--- src/rtl/query_parameter_extract_decode_defines.svh ---
// Assertion macros for the query parameter extract/decode block.
// Expects clk and rst_n in the scope of each use.
`ifndef QUERY_PARAMETER_EXTRACT_DECODE_DEFINES_SVH
`define QUERY_PARAMETER_EXTRACT_DECODE_DEFINES_SVH

// Condition that must hold at every clock edge out of reset.
`define QPED_ASSERT_ALWAYS(label, cond, msg) \
    label: assert property (@(posedge clk) disable iff (!rst_n) (cond)) \
        else $error(msg);

// Same-cycle implication.
`define QPED_ASSERT_IMPLIES(label, ante, cons, msg) \
    label: assert property (@(posedge clk) disable iff (!rst_n) (ante) |-> (cons)) \
        else $error(msg);

// Next-cycle implication.
`define QPED_ASSERT_NEXT(label, ante, cons, msg) \
    label: assert property (@(posedge clk) disable iff (!rst_n) (ante) |=> (cons)) \
        else $error(msg);

`endif

--- src/rtl/qped_pkg.sv ---
// Package for the query parameter extract/decode block: phase and register
// codes, character constants, result type and the hex pair decode function.
// No dependencies.
package qped_pkg;

    typedef enum logic [1:0] {
        PH_NAME  = 2'd0,
        PH_SKIP  = 2'd1,
        PH_VALUE = 2'd2,
        PH_DONE  = 2'd3
    } phase_t;

    typedef enum logic [1:0] {
        REG_NAME_LENGTH = 2'd0,
        REG_NAME_LOW    = 2'd1,
        REG_NAME_HIGH   = 2'd2
    } cfg_reg_t;

    localparam logic [7:0] CH_PLUS    = 8'h2B;
    localparam logic [7:0] CH_PERCENT = 8'h25;
    localparam logic [7:0] CH_AMP     = 8'h26;
    localparam logic [7:0] CH_EQUAL   = 8'h3D;
    localparam logic [7:0] CH_SPACE   = 8'h20;
    localparam logic [7:0] CH_MINUS   = 8'h2D;

    typedef struct packed {
        logic [7:0] value_byte;
        logic       value_valid;
        logic       done_res;
        logic       found;
    } result_t;

    // {is_hex, nibble}
    function automatic logic [4:0] hex_val(input logic [7:0] c);
        logic [4:0] r;
        r = 5'd0;
        if (c >= 8'h30 && c <= 8'h39)
            r = {1'b1, 4'(c - 8'h30)};
        else if (c >= 8'h61 && c <= 8'h66)
            r = {1'b1, 4'(c - 8'h57)};
        else if (c >= 8'h41 && c <= 8'h46)
            r = {1'b1, 4'(c - 8'h37)};
        return r;
    endfunction

    function automatic logic is_blank(input logic [7:0] c);
        return (c == CH_SPACE) || (c >= 8'h09 && c <= 8'h0D);
    endfunction

    function automatic logic [7:0] plain(input logic [7:0] c);
        return (c == CH_PLUS) ? CH_SPACE : c;
    endfunction

    // Two bytes after a percent sign, decoded as a base-16 number would be
    // parsed: leading blank or sign allowed, parsing stops at the first non-hex.
    function automatic logic [7:0] strtol_pair(input logic [7:0] a, input logic [7:0] b);
        logic [4:0] ha;
        logic [4:0] hb;
        logic [7:0] r;
        ha = hex_val(a);
        hb = hex_val(b);
        r  = 8'd0;
        if (ha[4])
            r = hb[4] ? {ha[3:0], hb[3:0]} : {4'd0, ha[3:0]};
        else if (!hb[4])
            r = 8'd0;
        else if (is_blank(a) || a == CH_PLUS)
            r = {4'd0, hb[3:0]};
        else if (a == CH_MINUS)
            r = 8'd0 - {4'd0, hb[3:0]};
        return r;
    endfunction

endpackage

--- src/rtl/query_parameter_extract_decode.sv ---
// Query parameter extract and percent decode, top level.
// Depends on qped_pkg and query_parameter_extract_decode_defines.svh.
//
//  channel  | valid        | stall        | payload
//  ---------+--------------+--------------+-------------------------------------------
//  query    | query_valid  | query_stall  | query_byte, is_last
//  result   | result_valid | result_stall | value_byte, value_valid, done_res, found
//  config   | wr_en        | (none)       | wr_index, wr_data
//
// One query byte per cycle while query_stall is low. Each accepted request is decoded
// in the cycle it is taken and its results, up to two, land in a three-entry result queue.
// query_stall is raised from a register while two or more results are queued, so
// a two-result request (short percent at end of value) stalls the request after it.
// Reset clears the name registers, the parse state and the result queue.
// No combinational path runs from result_stall to query_stall.
`include "query_parameter_extract_decode_defines.svh"

module query_parameter_extract_decode #(
    parameter int MAX_NAME_BYTES = 16
) (
    input  logic        clk,
    input  logic        rst_n,
    // query channel
    input  logic        query_valid,
    output logic        query_stall,
    input  logic [7:0]  query_byte,
    input  logic        is_last,
    // result channel
    output logic        result_valid,
    input  logic        result_stall,
    output logic [7:0]  value_byte,
    output logic        value_valid,
    output logic        done_res,
    output logic        found,
    // configuration writes
    input  logic        wr_en,
    input  logic [1:0]  wr_index,
    input  logic [63:0] wr_data
);
    import qped_pkg::*;

    localparam logic [4:0] MAX_LEN = 5'(MAX_NAME_BYTES);

    // configuration registers
    logic [4:0]   name_length_reg;
    logic [63:0]  name_low_reg;
    logic [63:0]  name_high_reg;

    // parse state
    phase_t       phase_reg, phase_next;
    logic [4:0]   name_position_reg, name_position_next;
    logic         name_mismatch_reg, name_mismatch_next;
    logic [1:0]   held_count_reg, held_count_next;
    logic [7:0]   held_digit_reg, held_digit_next;

    // result queue, head at slot 0
    result_t      queue_reg [3];
    result_t      queue_next [3];
    logic [1:0]   count_reg, count_next;

    logic         accept;
    logic         pop;
    logic [4:0]   eff_len;
    logic [127:0] name_all;
    logic [7:0]   cur_name_byte;
    result_t      res0, res1;
    logic [1:0]   res_n;

    assign accept       = query_valid && !query_stall;
    assign query_stall  = count_reg[1];
    assign result_valid = (count_reg != 2'd0);
    assign pop          = result_valid && !result_stall;

    assign value_byte  = queue_reg[0].value_byte;
    assign value_valid = queue_reg[0].value_valid;
    assign done_res    = queue_reg[0].done_res;
    assign found       = queue_reg[0].found;

    // lengths above the supported maximum saturate
    assign eff_len       = (name_length_reg > MAX_LEN) ? MAX_LEN : name_length_reg;
    assign name_all      = {name_high_reg, name_low_reg};
    assign cur_name_byte = name_all[{name_position_reg[3:0], 3'b000} +: 8];

    // ------------------------------------------------------------------
    // configuration
    // ------------------------------------------------------------------
    always_ff @(posedge clk or negedge rst_n)
    begin
        if (!rst_n)
        begin
            name_length_reg <= '0;
            name_low_reg    <= '0;
            name_high_reg   <= '0;
        end
        else if (wr_en)
        begin
            case (wr_index)
                REG_NAME_LENGTH: name_length_reg <= wr_data[4:0];
                REG_NAME_LOW:    name_low_reg    <= wr_data;
                REG_NAME_HIGH:   name_high_reg   <= wr_data;
                default:         ;
            endcase
        end
    end

    // ------------------------------------------------------------------
    // per-byte parse: next state and up to two results
    // ------------------------------------------------------------------
    always_comb
    begin
        logic b_amp;
        logic match_after;
        logic hit;
        b_amp       = (query_byte == CH_AMP);
        match_after = 1'b0;
        hit         = 1'b0;

        phase_next         = phase_reg;
        name_position_next = name_position_reg;
        name_mismatch_next = name_mismatch_reg;
        held_count_next    = held_count_reg;
        held_digit_next    = held_digit_reg;

        res0  = '0;
        res1  = '0;
        res_n = 2'd0;

        unique case (phase_reg)
            PH_NAME:
            begin
                if (b_amp)
                begin
                    if (!name_mismatch_reg && name_position_reg == eff_len)
                        phase_next = PH_DONE;
                    name_position_next = '0;
                    name_mismatch_next = 1'b0;
                end
                else if (query_byte == CH_EQUAL)
                begin
                    phase_next = (!name_mismatch_reg && name_position_reg == eff_len)
                                 ? PH_VALUE : PH_SKIP;
                    name_position_next = '0;
                    name_mismatch_next = 1'b0;
                end
                else
                begin
                    if (!name_mismatch_reg)
                    begin
                        if (name_position_reg < eff_len && cur_name_byte == query_byte)
                            name_position_next = name_position_reg + 5'd1;
                        else
                            name_mismatch_next = 1'b1;
                    end
                    match_after = !name_mismatch_next && (name_position_next == eff_len);
                    hit = is_last && match_after;
                end
            end
            PH_SKIP:
            begin
                if (b_amp)
                begin
                    phase_next         = PH_NAME;
                    name_position_next = '0;
                    name_mismatch_next = 1'b0;
                end
            end
            PH_VALUE:
            begin
                res0.value_valid = 1'b1;
                res1.value_valid = 1'b1;
                if (b_amp)
                begin
                    // flush any held percent sequence literally
                    phase_next       = PH_DONE;
                    held_count_next  = 2'd0;
                    held_digit_next  = 8'd0;
                    res0.value_byte  = CH_PERCENT;
                    res1.value_byte  = plain(held_digit_reg);
                    res_n            = held_count_reg;
                end
                else
                begin
                    unique case (held_count_reg)
                        2'd0:
                        begin
                            if (query_byte == CH_PERCENT)
                            begin
                                held_count_next = 2'd1;
                                res0.value_byte = CH_PERCENT;
                                res_n           = is_last ? 2'd1 : 2'd0;
                            end
                            else
                            begin
                                res0.value_byte = plain(query_byte);
                                res_n           = 2'd1;
                            end
                        end
                        2'd1:
                        begin
                            held_digit_next = query_byte;
                            held_count_next = 2'd2;
                            // short percent at end of query
                            res0.value_byte = CH_PERCENT;
                            res1.value_byte = plain(query_byte);
                            res_n           = is_last ? 2'd2 : 2'd0;
                        end
                        default:
                        begin
                            held_count_next = 2'd0;
                            held_digit_next = 8'd0;
                            res0.value_byte = strtol_pair(held_digit_reg, query_byte);
                            res_n           = 2'd1;
                        end
                    endcase
                end
            end
            PH_DONE:
            begin
            end
        endcase

        if (is_last)
        begin
            if (phase_next == PH_VALUE || phase_next == PH_DONE)
                hit = 1'b1;
            if (res_n == 2'd0)
            begin
                res0  = '0;
                res_n = 2'd1;
            end
            if (res_n == 2'd1)
            begin
                res0.done_res = 1'b1;
                res0.found    = hit;
            end
            else
            begin
                res1.done_res = 1'b1;
                res1.found    = hit;
            end
            phase_next         = PH_NAME;
            name_position_next = '0;
            name_mismatch_next = 1'b0;
            held_count_next    = 2'd0;
            held_digit_next    = 8'd0;
        end
    end

    always_ff @(posedge clk or negedge rst_n)
    begin
        if (!rst_n)
        begin
            phase_reg         <= PH_NAME;
            name_position_reg <= '0;
            name_mismatch_reg <= 1'b0;
            held_count_reg    <= '0;
            held_digit_reg    <= '0;
        end
        else if (accept)
        begin
            phase_reg         <= phase_next;
            name_position_reg <= name_position_next;
            name_mismatch_reg <= name_mismatch_next;
            held_count_reg    <= held_count_next;
            held_digit_reg    <= held_digit_next;
        end
    end

    // ------------------------------------------------------------------
    // result queue: pop shifts toward slot 0, pushes land behind survivors
    // ------------------------------------------------------------------
    always_comb
    begin
        logic [1:0] base;
        logic [1:0] push_n;
        base   = count_reg - {1'b0, pop};
        push_n = accept ? res_n : 2'd0;
        for (int i = 0; i < 3; i++)
        begin
            queue_next[i] = queue_reg[i];
            if (pop && i < 2)
                queue_next[i] = queue_reg[i + 1];
            if (push_n != 2'd0 && base == 2'(i))
                queue_next[i] = res0;
            if (push_n == 2'd2 && (base + 2'd1) == 2'(i))
                queue_next[i] = res1;
        end
        count_next = base + push_n;
    end

    always_ff @(posedge clk or negedge rst_n)
    begin
        if (!rst_n)
            count_reg <= '0;
        else
            count_reg <= count_next;
    end

    always_ff @(posedge clk)
    begin
        queue_reg <= queue_next;
    end

    // ------------------------------------------------------------------
    // assertions
    // ------------------------------------------------------------------
    `QPED_ASSERT_IMPLIES(a_held_only_in_value, held_count_reg != 2'd0, phase_reg == PH_VALUE, "percent held outside value phase")
    `QPED_ASSERT_ALWAYS(a_position_bounded, name_position_reg <= eff_len, "name position past name length")
    `QPED_ASSERT_NEXT(a_last_restarts, accept && is_last, phase_reg == PH_NAME && held_count_reg == 2'd0 && !name_mismatch_reg, "parse state not restarted after last byte")
    `QPED_ASSERT_IMPLIES(a_found_with_done, result_valid && found, done_res, "found set without done")

endmodule

--- config.mk ---
export PLATFORM = sky130hd
export DESIGN_NAME = query_parameter_extract_decode
export DESIGN_NICKNAME = d
export VERILOG_FILES = /design/src/rtl/qped_pkg.sv /design/src/rtl/query_parameter_extract_decode.sv
export VERILOG_INCLUDE_DIRS = /design/src /design/src/rtl
export SDC_FILE = /design/constraint.sdc
export NUM_CORES = 1
export LEC_CHECK = 0
export BUFFER_PORTS_ARGS = -buffer_cell sky130_fd_sc_hd__buf_2
export CORE_MARGIN = 2
export CORE_UTILIZATION = 45
export CTS_CLUSTER_SIZE = 28
export DETAILED_ROUTE_END_ITERATION = 8
export PLACE_DENSITY_LB_ADDON = 0.1
export SETUP_SLACK_MARGIN = 0.1
export SLEW_MARGIN = 20
export SYNTH_ARGS = -nofsm -noshare
export SYNTH_HDL_FRONTEND = slang
export SYNTH_SLANG_ARGS = --single-unit
--- constraint.sdc ---
create_clock -name clk -period 8.45 [get_ports clk]
set_clock_uncertainty 0.2 [all_clocks]
set_input_delay 1.2675 -clock clk [delete_from_list [all_inputs] [get_ports clk]]
set_output_delay 1.2675 -clock clk [all_outputs]
set_load 0.02 [all_outputs]
==> results.toml, run 1 <==
[finish]
final_common_cell = "dfrtp_1"
drive_gt1_share_pct = 34.10
syn2layout_area_growth_pct = 11.89
nNetsFinal = 999
final_cell_mix = "dfrtp_1, mux2_2, buf_2, nor2_1, nand2_1"

[placed_design]
place_ws_ps = 3124
port-buffer-count = 92
hpwl_um = 17870
gp_congestion = 0.9229

[sta]
fmax_mhz = 200.4
grt_setup_unrepaired = "no"
setup_viol = 0
drv_slew = 0
layout_setup_ws_ps = 3461
hold_violations = 0
slew_headroom_pct = 35.51
min_period_over_period_pct = 59.04
setup_tns_ps = 0
tightest_slew_ps = 959.4
post-route-min-period_ps = 4989

[power_and_ir_drop]
ir_drop_mv = 0.1228
power_switching_uw = 715.4
powerDensity_nw_per_um2 = 223.4
clkPwrFrac_pct = 33.2
switching_share_pct = 28.39
p_comb_share_pct = 20.2
p_int_uw = 1804
p_seq_share_pct = 46.6
power_leakage_uw = 0.004617

[setup_path]
crit_type = "in2reg"
critPathRequiredTime_ps = 8440
cp_data_arrival_time_ps = 4980
cp_max_fo = 11
cp-end-kind = "flip-flop"
critPathLaunch = "query_byte[0]"
cp-start-kind = "input pin"
r2r-start = "name_position_reg[1]"

[clock_tree]
root_buffer = "clkbuf_16"
cts_tree = "done"
post-cts-setup-buffer-count = 0
h-tree-depth = 4
ctsHoldBuffers = 0
clkSinkCount = 186
cts.clk_slew.worst_paths_ps = 70
ctsResizeCount = 0
numCtsBuffers = 17
clock_latency_ps = 430
cts_buffer_depth = 2

[grt]
grt_max_degree = 91
gr-usage-all-layers_pct = 21.89
grt_pass1_wl_um = 41300
grt_overflow = 0
grt_pass1_vias = 7642
antenna_found_initial = 1

[run]
drv_cap = 0

[logic_synthesis]
ys_seq_area_share_pct = 47.83
yosys.area.top_type = "dfrtp_1"
ys.flop_type = "dfrtp_1"
synth-seq-cells = 186
yosysTopAreaCellShare_pct = 37.99
syn_inst = 845
synth_edf_count = 33
synth_cell_types = 71
syn_nets = 942
netlist_top_cells_area = "dfrtp_1, mux2_2, edfxtp_1, mux4_2, ha_1"
yosys_warnings = 0
syn_area_um2 = 10080
async_reset_ff_share_pct = 82.26
synth.avg_cell_area_um2 = 11.93

[routing]
routed_wl_um = 24890
ant_nets = 0
drtPass1Iterations = 4
drtIter0Drc = 371
via_per_inst = 6.012
drc_errors = 0
wl_per_cell_um = 20.81
vias = 7190

[die]
fp.coreArea_um2 = 21890
start_util_pct = 46.03
die-area_um2 = 23610
die_x_um = 153.6
chipHeight_um = 153.6
ios = 93
row_count = 54

[outcome]
outcome = "finished clean"

[min_path]
hp-start = "name_low_reg[6]"
hold_path_class = "reg2reg"
cells by family (layout without fill, tap and decap cells):
family                   Yosys count  after routing  synth area share, %
multiplexers                     187            187                23.71
flip-flops                       186            186                47.83
AND/OR/NAND/NOR                  186            186                9.436
AO/OA/AOI/OAI                    163            163                11.26
buffers and inverters             85            155                3.824
XOR/XNOR                          21             21                1.825
adder cells (fa/ha/maj)           17             17                2.111
other                              0              1                    0
metrics by stage:
step                total power [µW]  utilization (%)  hold WS, ps  std cells  instance area [µm²]
floorplan                       1548                -        270.4        845                10080
global placement                1681            48.66        281.7       1163                10650
detailed placement              1706            48.66        289.0       1163                10650
CTS                             2541            51.46        306.4       1195                11260
global route                    2649            51.50        318.9       1195                11270
finish                          2520            51.51        305.8       1196                11280
path summary, 6_finish.rpt:
check	slack [ps]	to	cells past startpoint
max	3460	queue_reg[19]	13
min	310	name_low_reg[6]	1
max reg2reg	3610	queue_reg[11]	9
min reg2reg	310	name_low_reg[6]	1
max in group asynchronous	5980	name_position_reg[1]	2
min in group asynchronous	690	name_high_reg[46]	1
synthesized netlist by cell type, drive strengths merged (4+ instances only):
master    n
o21ai    31
a211o     4
nand2b    7
ha       17
dfrtp   153
inv      21
or3       5
mux2i    19
o221ai    4
a22oi    21
xnor2    16
a21oi    25
nand3    12
o211ai    9
xor2      5
mux4     27
o21a      5
mux2    141
nor4      7
a211oi    6
nor2b    10
clkbuf   39
nor3     15
o31ai     6
nor2     48
buf      22
nand4     5
a22o     11
edfxtp   33
nand2    47
o22ai     5
a31oi     8
or4       4
power groups by stage:
stage | Sequential (µW) | Clock [µW] | Combinational, µW
3_5_place_dp | 1190 | 0 | 513
3_3_place_gp | 1180 | 0 | 500
5_1_grt | 1190 | 892 | 563
2_1_floorplan | 1170 | 0 | 376
6_report | 1170 | 836 | 510
4_1_cts | 1180 | 852 | 514
layout make-up:
cell class	instances	area (µm²)
tap	280	350.3
multi-input combinational	574	4881
clock buffer	20	456.7
antenna	1	2.502
timing repair buffer	99	519.2
clock inverter	12	155.1
sequential	186	4821
fill	1958	10620
inverter	24	90.09
routing by layer:
layer / global-route usage, % / part of all wire [%] / vias up
met5: 0 / 0 / -
met4: 6.946 / 2.3 / 0
met3: 3.805 / 3.8 / 45
met2: 38.33 / 52 / 196
met1: 27.68 / 42 / 3660
li1: - / - / 3289
critical path: stages:
cell       delay [ps]
buf_2             180
inv_1             240
ha_1              210
or3b_2            510
and3_1            240
a22oi_1           260
ha_1              230
inv_1              40
a2111oi_0         560
nor3_1            140
o311ai_0          740
o21ai_0           200
o21a_1            150
(Power assumes the default switching activity.)
==> run 2: changes to the inputs <==
clock period = 5 ns   (was 8.45 ns; I/O delays follow)
==> run 2 against run 1 <==
  * Combinational power increased by 69%
  * Via count decreased by 0.49%
  * Total power increased by 69%
  * Worst hold slack got worse by 190 ps
  * Final cell count increased by 0.75%
==> results.toml, run 2 (synthesis results as in run 1) <==
[placed_design]
place_inst = 1173
port-buffer-count = 92
hpwl_um = 18450
gp_congestion = 0.9227

[power_and_ir_drop]
p_comb_share_pct = 20.3
ir_drop_mv = 0.2601
power_switching_uw = 1254
p_int_uw = 2993
switching_share_pct = 29.53
powerDensity_nw_per_um2 = 373.6
finalPower_uw = 4247
power_leakage_uw = 0.004662
clkPwrFrac_pct = 32.9
p_seq_share_pct = 46.8

[finish]
drive_gt1_share_pct = 34.81
syn2layout_area_growth_pct = 12.80
final_common_cell = "dfrtp_1"
fillers = 1919
diodes = 0
nNetsFinal = 1009
finalNonFillerCells = 1205
final_cell_mix = "dfrtp_1, mux2_2, buf_2, nor2_1, nand2_1"

[die]
ios = 93
fp.coreArea_um2 = 21890
start_util_pct = 46.03
row_count = 54
die_x_um = 153.6
die-area_um2 = 23610
chipHeight_um = 153.6

[clock_tree]
clkSinkCount = 186
h-tree-depth = 4
cts_buffer_depth = 2
root_buffer = "clkbuf_16"
post-cts-setup-buffer-count = 0
cts_tree = "done"
clock_latency_ps = 440
ctsHoldBuffers = 0
numCtsBuffers = 17
cts.clk_slew.worst_paths_ps = 80
ctsResizeCount = 0

[setup_path]
cp-start-kind = "input pin"
crit_chain = "buf_2 -> inv_1 -> ha_1 -> or3b_2 -> and3_1 -> a22oi_1 -> ha_1 -> inv_1 -> a2111oi_0 -> nor3_1 -> o311ai_0 -> o21ai_0 -> o21a_1"
cp_max_fo = 11
cp_data_arrival_time_ps = 4180
max_stage_delay_ps = 550
critPathRequiredTime_ps = 4990
cp-end-kind = "flip-flop"
slowest_stage = "a2111oi_0"
crit_type = "in2reg"
rrSetupSlack_ps = 1110

[routing]
drc_errors = 0
vias = 7155
ant_nets = 0
routed_wl_um = 25300
wl_per_cell_um = 21.00
via_per_inst = 5.938
drtPass1Iterations = 5
drtIter0Drc = 429

[grt]
grt_max_degree = 78
grt_pass1_wl_um = 41430
grt_overflow = 0
gr-usage-all-layers_pct = 22.25
antenna_found_initial = 0
grt_pass1_vias = 7788

[min_path]
hold_path_class = "in2async"

[sta]
tightest_slew_ps = 978.5
setup_viol = 0
setup_tns_ps = 0
grt_setup_unrepaired = "no"
slew_headroom_pct = 34.48
drv_slew = 0
hold_violations = 0
post-route-min-period_ps = 4191
fmax_mhz = 238.6
min_period_over_period_pct = 83.82

[outcome]
outcome = "finished clean"

[run]
drv_cap = 0
run 2: worst max-delay path: cells and delay by family:
| family | cells | cell delay, ps |
|---|---|---|
| adder cells (fa/ha/maj) | 2 | 450 |
| buffers and inverters | 3 | 470 |
| AND/OR/NAND/NOR | 3 | 890 |
| AO/OA/AOI/OAI | 5 | 1630 |
run 2: per-stage QoR:
| stage | util (%) | worst slack (ps) | cell area, µm² | hold WS (ps) |
|---|---|---|---|---|
| floorplan | - | 1009 | 10080 | 254.4 |
| global placement | 49.06 | 484.6 | 10740 | 281.4 |
| detailed placement | 49.06 | 438.3 | 10740 | 288.2 |
| CTS | 51.90 | 874.8 | 11360 | 155.3 |
| global route | 51.93 | 657.4 | 11370 | 160.6 |
| finish | 51.93 | 809.1 | 11370 | 120.7 |
run 2: worst paths after layout:
kind | endpoint | start | cells after the start
setup / recovery | queue_reg[19] | query_byte[0] | 13
hold / removal | name_high_reg[62] | rst_n | 1
setup reg to reg | found | name_position_reg[1] | 9
hold reg to reg | name_high_reg[53] | name_high_reg[53] | 1
max in group asynchronous | name_low_reg[0] | rst_n | 2
min in group clk | name_high_reg[53] | name_high_reg[53] | 1
run 2: per-layer routing:
layer  GRT usage, %  part of all wire [%]  up-vias  routed length [µm]
li1               -                     -     3317                   -
met1          27.06                    40     3588               10130
met2          39.85                    53      209               13450
met3          3.833                   4.6       41                1154
met4          7.820                   2.2        0                 567
met5              0                     0        -                   0
run 2: power groups by stage:
stage	Clock (µW)	Combinational, µW	Sequential (µW)
4_1_cts	1430	877	1990
3_5_place_dp	0	871	2020
3_3_place_gp	0	842	2000
5_1_grt	1500	950	2020
2_1_floorplan	0	635	1980
6_report	1400	864	1990
run 2: cell type report:
| type | count | area [µm²] | share of cell area (%) |
|---|---|---|---|
| inverter | 24 | 90.09 | 0.7925 |
| clock buffer | 17 | 425.4 | 3.742 |
| tap | 280 | 350.3 | 3.082 |
| clock inverter | 15 | 196.4 | 1.728 |
| sequential | 186 | 4821 | 42.41 |
| multi-input combinational | 574 | 4877 | 42.91 |
| timing repair buffer | 109 | 606.8 | 5.338 |
==> run 3: changes to the inputs <==
clock period = 3.6 ns   (was 5 ns; I/O delays follow)
==> run 3 against run 2 <==
  * Sequential share of layout area fell by 1.6 points
  * Routed wire length is 3.3% higher
  * Die area stayed put
  * Total power up 43%
  * Highest routed layer is now met5
  * Final cell count is 4.1% higher
  * First-iteration DRC count up 6.8%
==> results.toml, run 3 (synthesis results as in run 1) <==
[sta]
whs_ps = 4.600
fmax_mhz = 296.0
setup_viol = 0
tightest_slew_ps = 902.5
drv_slew = 0
post-route-min-period_ps = 3378
slew_headroom_pct = 39.83
min_period_over_period_pct = 93.84
hold_violations = 0
grt_setup_unrepaired = "no"

[setup_path]
reg2regPathDepth = 12
r2r-start = "name_position_reg[1]"
cpMostUsedCell = "buf_4"
rrSetupSlack_ps = 220
critPathRequiredTime_ps = 3710
cp-end-kind = "flip-flop"
cp-start-kind = "flip-flop"
crit_chain = "buf_4 -> mux4_2 -> mux2i_1 -> buf_4 -> xnor2_1 -> a221o_1 -> or4_4 -> nor4_4 -> buf_4 -> buf_4 -> a211oi_1 -> a211o_1"
cp_max_fo = 5
r2r-end = "name_position_reg[2]"
max_stage_delay_ps = 510
cp_data_arrival_time_ps = 3490
cpLargestDelayFamily = "multiplexers"
crit_cells = 12
slowest_stage = "mux4_2"
cp_num_buf_inv = 4
crit_type = "reg2reg"
critPathLaunch = "name_position_reg[1]"

[routing]
routed_wl_um = 26140
wl_per_cell_um = 20.83
drc_errors = 0
drtPass1Iterations = 5
ant_nets = 0
vias = 7370
via_per_inst = 5.873
drtIter0Drc = 458

[placed_design]
hpwl_um = 19160
postPlaceCellArea_um2 = 11100
port-buffer-count = 92
gp_congestion = 0.8492

[grt]
gr-usage-all-layers_pct = 22.48
grt_max_degree = 94
grt_overflow = 0
antenna_found_initial = 2
grt_pass1_vias = 7855
grt_pass1_wl_um = 42060

[clock_tree]
clkSinkCount = 186
cts_tree = "done"
numCtsBuffers = 17
clock_latency_ps = 430
root_buffer = "clkbuf_16"
cts.clk_slew.worst_paths_ps = 70
h-tree-depth = 4
cts_buffer_depth = 2
ctsHoldBuffers = 0

[die]
die-area_um2 = 23610
chipHeight_um = 153.6
die_x_um = 153.6
row_count = 54
start_util_pct = 46.03
fp.coreArea_um2 = 21890
ios = 93

[outcome]
outcome = "finished clean"

[finish]
finish.instance_area_um2 = 11820
drive_gt1_share_pct = 38.97
syn2layout_area_growth_pct = 17.30
final_common_cell = "dfrtp_1"
fillers = 1913
diodes = 0
final_cell_mix = "dfrtp_1, mux2_2, buf_2, buf_4"
nNetsFinal = 1059

[min_path]
hold_path_class = "in2async"

[power_and_ir_drop]
powerDensity_nw_per_um2 = 512.5
ir_drop_mv = 0.3004
finalPower_uw = 6058
power_leakage_uw = 0.004930

[run]
drv_cap = 0
[run 3: changes by cell type in the layout (fill, tap and decap cells not counted), moves of 2 or more]
| cell | before | now |
|---|---|---|
| inv_6 | 4 | 2 |
| bufinv_16 | 1 | 3 |
| buf_4 | 16 | 62 |
| clkinv_8 | 5 | 0 |
| clkbuf_8 | 0 | 3 |
| buf_6 | 1 | 3 |
| dfrtp_2 | 1 | 3 |
| dfrtp_1 | 152 | 150 |
[run 3: per-layer routing]
layer	wire length [µm]	global-route usage [%]	vias to the layer above
met5	34	0	-
met4	283	5.636	4
met3	934	3.749	27
met2	14110	41.50	174
met1	10780	27.29	3764
li1	-	-	3401
[run 3: metrics by stage]
stage               setup slack (ps)  instances  utilization [%]  setup TNS, ps
global placement               22.24       1219            50.69              0
finish                         221.9       1255            54.00              0
CTS                            171.0       1251            53.62              0
floorplan                      119.6        845                -              0
detailed placement            -27.40       1219            50.69         -27.40
global route                   116.5       1255            54.00              0
[run 3: final cells by class]
type	instances	area, µm²	area share [%]
inverters	24	90.09	0.7621
clock inverters	12	175.2	1.482
clock buffers	20	466.7	3.948
well taps	280	350.3	2.964
flip-flops and latches	186	4823	40.81
multi-input cells	574	4908	41.53
repair buffers	159	1006	8.511
[run 3: where the power goes]
part	total [µW]	internal (µW)	switching, µW
combinational	1270	632	637
sequential	2760	2570	194
clock	2030	1180	850
[run 3: what timing repair did]
| action | 4_1_cts | 5_1_grt |
|---|---|---|
| setup buffers | 0 | 3 |
| gates resized for setup | 0 | 10 |
| endpoints found under the setup margin | 0 | 8 |
[run 3: worst max path at each step]
stage,to,slack [ps]
floorplan,queue_reg[19],120
global placement,queue_reg[19],20
detailed placement,queue_reg[19],-30
CTS,found,170
global route,queue_reg[21],120
finish,name_position_reg[2],220
[run 3: worst reg2reg max path, cell delays in order, from the launching register on]
cell      delay [ps]
dfrtp_2          410
buf_4            150
mux4_2           520
mux2i_1          210
buf_4            160
xnor2_1           60
a221o_1          290
or4_4            430
nor4_4           190
buf_4            200
buf_4            110
a211oi_1          60
a211o_1          280
